--- config.mk ---
export PLATFORM = sky130hd
export DESIGN_NAME = iolh_ram
export DESIGN_NICKNAME = d
export VERILOG_FILES = /design/src/sv/iolh_ram.sv
export SDC_FILE = /design/constraint.sdc
export NUM_CORES = 1
export LEC_CHECK = 0
export ABC_AREA = 1
export ABC_CLOCK_PERIOD_IN_PS = 4500
export BUFFER_PORTS_ARGS = -buffer_cell sky130_fd_sc_hd__buf_2
export CORE_MARGIN = 5
export CORE_UTILIZATION = 55
export CTS_BUF_LIST = sky130_fd_sc_hd__clkbuf_4
export DETAILED_ROUTE_END_ITERATION = 8
export GPL_TIMING_DRIVEN = 1
export PLACE_DENSITY = 0.69
export SETUP_SLACK_MARGIN = 0.4
export SLEW_MARGIN = 20
export SYNTH_ARGS = -nofsm -noshare
export SYNTH_HDL_FRONTEND = slang
export SYNTH_SLANG_ARGS = --single-unit
--- constraint.sdc ---
create_clock -name clk -period 4.5 [get_ports clk]
set_input_delay 0.9 -clock clk [delete_from_list [all_inputs] [get_ports clk]]
set_output_delay 0.9 -clock clk [all_outputs]
set_load 0.005 [all_outputs]
--- src/sv/iolh_ram.sv ---
module iolh_ram #(
  parameter int WIDTH = 32,
  parameter int DEPTH = 16,
  localparam int AW = (DEPTH > 1) ? $clog2(DEPTH) : 1
) (
  input  logic             clk,
  input  logic             we,
  input  logic [AW-1:0]    waddr,
  input  logic [WIDTH-1:0] wdata,
  input  logic [AW-1:0]    raddr,
  output logic [WIDTH-1:0] rdata
);

  logic [WIDTH-1:0] mem [DEPTH];

  // Write port and registered read port
  always_ff @(posedge clk) begin
    if (we) begin
      mem[waddr] <= wdata;
    end
    rdata <= mem[raddr];
  end

endmodule

==> out/qor.yml, run 1 <==
status: "complete, no violations"
drt_wl_total_um: 54400
grt_max_degree: 102
cpLargestDelayFamily: "buffers and inverters"
grt_usage_pct: 24.2
yosys_register_bits: 544
synth.most_common_cell: "nand2_1"
clock_skew_ns: 0.0571
grt_pass1_vias: 15068
synthTopCellsByArea: "edfxtp_1, nand2_1, nand3_1"
cp_slowest_cell: "buf_4"
holdWs_ns: 0.470
synthFlopType: "edfxtp_1"
cts_max_level: 4
antenna_left: 0
cts_resized: 0
maxCapViolCount: 0
cp_data_arrival_time_ns: 3.08
synth_top_area_share_pct: 67.6
synth_edf_count: 512
path_clk_slew_ns: 0.07
path_cells: "clkbuf_8, buf_4, nand2_1, nand2_1, nand2_1, nand3_1, nand3_1, nand2_1"
io_pins: 74
synth_area_um2: 22700
worst_setup_path_end_kind: "register"
final_cell_count_no_fill: 2913
via_count: 15273
cp_common_cell: "nand2_1"
drt_first_pass_iters: 6
ys_warn_count: 0
gp_congestion: 0.822
numCtsBuffers: 140
min-delay-start: "wdata[10]"
critPathMaxFanout: 101
hpwlAfterDp_um: 29900
io_buffers: 73
yosysSeqAreaShare_pct: 70.5
die_w_um: 213
overflow: 0
cts_hold_buf: 0
fmax_mhz: 421
cpPeakStageDelay_ns: 0.81
dieArea_um2: 45500
min_period_ns: 2.37
leakage_uw: 0.0111
drtIter0Drc: 1597
finalMaxSlewViolations: 0
clockBufferDepth: 3
r2r-end: "rdata[2]"
die_h_um: 213
fin_crit_sh_pct: 52.7
yosysTopAreaCell: "edfxtp_1"
tritoncts: "built"
cts_sinks: 544
wire_per_inst_um: 18.7
power_density_nw_per_um2: 423
viasPerCell: 5.24
synth_nets: 2162
syn_inst: 2120
setup_viol: 0
postCtsSetupBuffers: 0
antenna_found_initial: 5
hold_path_class: "in -> reg"
cp_num_buf_inv: 2
r2r_cells: 6
grt_pass1_wl_um: 84200
hold_depth: 1
async_flop_share_pct: 0
ys_types: 15
crit_path_start_kind: "input pin"
rsz0062_at_grt: "false"
tns_ns: 0
r2r_start: "mem[12][2]"
hold_viol: 0
whs_endpoint: "mem[9][10]"
tightestPinTransition_ns: 1.12
crit_type: "in -> reg"
num_rows: 74
drive_gt1_share_pct: 15.2
syn_avg_cell_area_um2: 10.7
clockRootBuffer: "clkbuf_4"
r2r_slack_ns: 3.39
synthTopCellsByCount: "nand2_1, edfxtp_1, inv_1, nand3_1, buf_2"
start_util_pct: 55.7
dpl.cell_count: 2658
final_nets: 2310
cp.required_ns: 5.21
drcViolationCount: 0
area_delta_synth_final_pct: 12.6
utilization_pct: 62.7
path_depth: 8
relSlewSlack_pct: 24.7
clk_latency_ns: 0.83
design.core.area_um2: 40800
ir_drop_mv: 0.221
==> stage by stage <==
| step | area (um2) | power [uW] | setup slack [ns] |
|---|---|---|---|
| finish | 25600 | 10800 | 2.13 |
| global route | 25600 | 11300 | 2.08 |
| CTS | 25600 | 10900 | 2.16 |
| detailed placement | 23700 | 6450 | 1.37 |
| global placement | 23400 | 6430 | 1.39 |
| floorplan | 22700 | 6190 | 1.61 |
==> report_power, final <==
part           leakage (uW)  internal [uW]  switching [uW]  total (uW)
clock               0.00115           2540            1940        4480
combinational       0.00511            181             465         646
sequential          0.00490           5660            35.5        5700
==> cells in the final DEF, fill, tap and decap left out, types with 2 or more instances in the layout <==
cell,count
nand3_1,385
clkinv_2,2
edfxtp_1,512
buf_16,7
inv_1,386
nand3b_1,2
nand2_1,677
dfxtp_1,32
diode_2,3
nor2_4,16
buf_4,29
buf_12,3
inv_2,4
bufinv_16,6
buf_2,71
clkbuf_4,218
clkinv_1,22
==> final cells by class <==
class,instances,area [um2]
Sequential cell,544,16000
Fill cell,3239,15200
Multi-Input combinational cell,1081,4670
Clock buffer,218,1640
Inverter,390,1470
Timing Repair Buffer,111,840
Tap cell,532,666
Clock inverter,34,297
Antenna cell,3,7.51
==> routing by layer <==
| layer | global-route usage [%] | up-vias | share of wire, % |
|---|---|---|---|
| li1 | - | 7249 | - |
| met1 | 32.6 | 7213 | 40 |
| met2 | 39.4 | 699 | 48 |
| met3 | 5.30 | 106 | 9.1 |
| met4 | 8.16 | 6 | 2.4 |
| met5 | 0 | - | 0.063 |
==> worst max-delay path by stage <==
| stage | startpoint | endpoint | slack (ns) |
|---|---|---|---|
| 6_report | raddr[0] | rdata[22] | 2.13 |
| 5_1_grt | raddr[0] | rdata[22] | 2.08 |
| 4_1_cts | rdata[22] | rdata[22] | 2.16 |
| 3_5_place_dp | raddr[0] | rdata[19] | 1.37 |
| 3_3_place_gp | raddr[0] | rdata[22] | 1.39 |
| 2_1_floorplan | waddr[2] | mem[10][0] | 1.61 |
==> logic make-up after synthesis <==
| group | share of synthesized area, % |
|---|---|
| DFF | 70.5 |
| buffers and inverters | 9.54 |
| and+or+nand+nor | 20.0 |
==> state kept, by name, indices dropped and copies added (netlist names) <==
name and count:
mem 512, rdata 32
==> worst reg2reg max path, cell delays in order, from the launching register on <==
cell,delay [ns]
edfxtp_1,0.36
inv_1,0.07
nand2_1,0.06
nand3_1,0.12
nand3_1,0.12
nand3_1,0.12
nand2_1,0.10
Power figures use the tool's default switching activity.
==> inputs of run 2 (changes only) <==
Settings changed: ABC_CLOCK_PERIOD_IN_PS 4500 to 1900, PLACE_DENSITY 0.69 to 0.72.
Clock period 4.5 ns to 1.9 ns, I/O delays scaled along.
==> run 2 against run 1 <==
First-iteration DRC count shrank 2.8%. Worst setup slack lost 1.9 ns. Global-route usage shrank 0.34 points. Via count grew 1.6%. Final cell count grew 1.9%. Clock skew shrank 0.017 ns. Sequential share of layout area shrank 2.1 points. Largest cell class unchanged. Highest routed layer is now met4.
==> out/qor.yml, run 2 (synthesized netlist as in run 1, its figures left out) <==
status: "complete, no violations"
cpPeakStageDelay_ns: 0.36  # -0.45 ns
critPathMaxFanout: 1  # -99%
clockRootBuffer: "clkbuf_4"
num_rows: 74  # unchanged
leakage_uw: 0.0115  # +3.3%
globalRouteMet2Util_pct: 40.0  # +0.62 points
viasPerCell: 5.23  # -0.24%
dieArea_um2: 45500  # unchanged
hold_viol: 0  # unchanged
die_h_um: 213  # unchanged
min_period_ns: 1.68
r2r_start: "mem[12][30]"
start_util_pct: 55.7  # unchanged
layout_common_cells: "nand2_1, edfxtp_1, inv_1, nand3_1, clkbuf_4"
grt_pass1_wl_um: 83200  # -1.2%
hpwlAfterDp_um: 29900  # -0.21%
gp_congestion: 0.822  # unchanged
r2r-end: "rdata[30]"
grt_usage_pct: 23.8  # -0.34 points
cp.required_ns: 1.52  # -3.69 ns
die_w_um: 213  # unchanged
area_delta_synth_final_pct: 16.8
power_density_nw_per_um2: 974  # +130%
cpLargestDelayFamily: "flip-flops"
cp_num_buf_inv: 1  # -1
antenna_left: 0  # unchanged
utilization_pct: 65.0  # +2.4 points
grt_max_degree: 82  # -20%
via_count: 15519  # +1.6%
crit_path_start_kind: "register"
io_pins: 74  # unchanged
min-delay-start: "raddr[3]"
drtIter0Drc: 1552  # -2.8%
wire_per_inst_um: 18.2  # -2.6%
rsz0062_at_grt: "true"
met3_usage_pct: 4.73  # -0.57 points
clk_latency_ns: 0.84  # about the same
numCtsBuffers: 140  # unchanged
grt_use_met1_pct: 30.4  # -2.2 points
tightestPinTransition_ns: 0.413  # -0.710 ns
antenna_found_initial: 1  # -4
r2r_slack_ns: 0.84  # -2.55 ns
cp_slowest_cell: "dfxtp_4"
drive_gt1_share_pct: 17.2  # +2.0 points
design.core.area_um2: 40800  # unchanged
crit_type: "reg -> out"
ir_drop_mv: 0.660  # +200%
drt_first_pass_iters: 5  # -1
cp_data_arrival_time_ns: 1.30  # -1.78 ns
placed_area_um2: 24200  # +2.1%
grt_pass1_vias: 15678  # +4.0%
largest_register_ffs: 512  # unchanged
cts_sinks: 544  # unchanged
drcViolationCount: 0  # unchanged
overflow: 0  # unchanged
path_cells: "buf_6"
tns_ns: 0  # unchanged
worst_setup_path_end_kind: "output port"
hold_depth: 4  # +3
final_area_um2: 26600  # +3.8%
layout_commonest_cell: "nand2_1"
clockBufferDepth: 3  # unchanged
drt_wl_total_um: 53900  # -0.80%
busiest_layer: "met2"
fin_crit_sh_pct: 88.6
path_clk_slew_ns: 0.07  # about the same
holdWs_ns: 0.0848  # -0.386 ns
hold_path_class: "in -> reg"
r2r_cells: 6  # unchanged
relSlewSlack_pct: 72.5  # +48 points
setup_viol: 0  # unchanged
tritoncts: "built"
total_power_uw: 25900  # +140%
whs_endpoint: "rdata[22]"
cts_max_level: 4  # unchanged
finalMaxSlewViolations: 0  # unchanged
clock_skew_ns: 0.0400  # -0.0172 ns
maxCapViolCount: 0  # unchanged
final_nets: 2366  # +2.4%
regMostFlops: "mem"
io_buffers: 73  # unchanged
fmax_mhz: 594
top_regs: "mem (512), rdata (32)"
run 2: cell count changes in the layout (fill, tap and decap cells not counted), moves of 4 or more:
cell,delta
buf_2,-19
buf_16,-7
nand2_4,+4
dfxtp_2,+19
nand2_1,-5
buf_6,+19
dfxtp_1,-22
dlygate4sd3_1,+33
buf_12,+32
run 2: what timing repair did:
action | in CTS | in global routing
hold buffers | 33 | 0
endpoints found under the setup margin | 32 | 32
gates cloned | 0 | 0
setup buffers | 0 | 0
gates resized for setup | 21 | 23
hold endpoints to repair | 512 | 0
run 2: worst max-delay path by stage:
stage                   start    endpoint  slack, ns  cells past startpoint
finish              rdata[28]   rdata[28]       0.22                      1
global route        rdata[22]   rdata[22]       0.14                      1
CTS                 rdata[22]   rdata[22]       0.14                      1
detailed placement   raddr[0]   rdata[30]       0.24                      8
global placement     raddr[0]   rdata[29]       0.26                      9
floorplan            waddr[2]  mem[10][0]       0.18                      2
run 2: where the power goes:
group | switching, uW | internal [uW]
clock | 4660 | 5950
combinational | 1140 | 603
sequential | 99.0 | 13400
run 2: final cells by class:
class                   instances  area (um2)
flip-flops and latches        544       16100
fillers                      3041       14300
multi-input cells            1081        4720
repair buffers                167        1720
clock buffers                 221        1660
inverters                     390        1480
well taps                     532         666
clock inverters                31         263
diodes                          1        2.50
run 2: stage by stage:
stage | std cells | worst slack, ns
after global placement | 2681 | 0.264
after CTS | 2966 | 0.138
final | 2967 | 0.217
after floorplan | 2120 | 0.183
after global routing | 2967 | 0.140
after detailed placement | 2681 | 0.244
run 2: per-layer routing:
layer	share of wire (%)	vias to the layer above	wire length, um
li1	-	7348	-
met4	3.0	0	1620
met1	40	7413	21600
met5	0	-	0
met2	50	625	27100
met3	6.8	133	3670
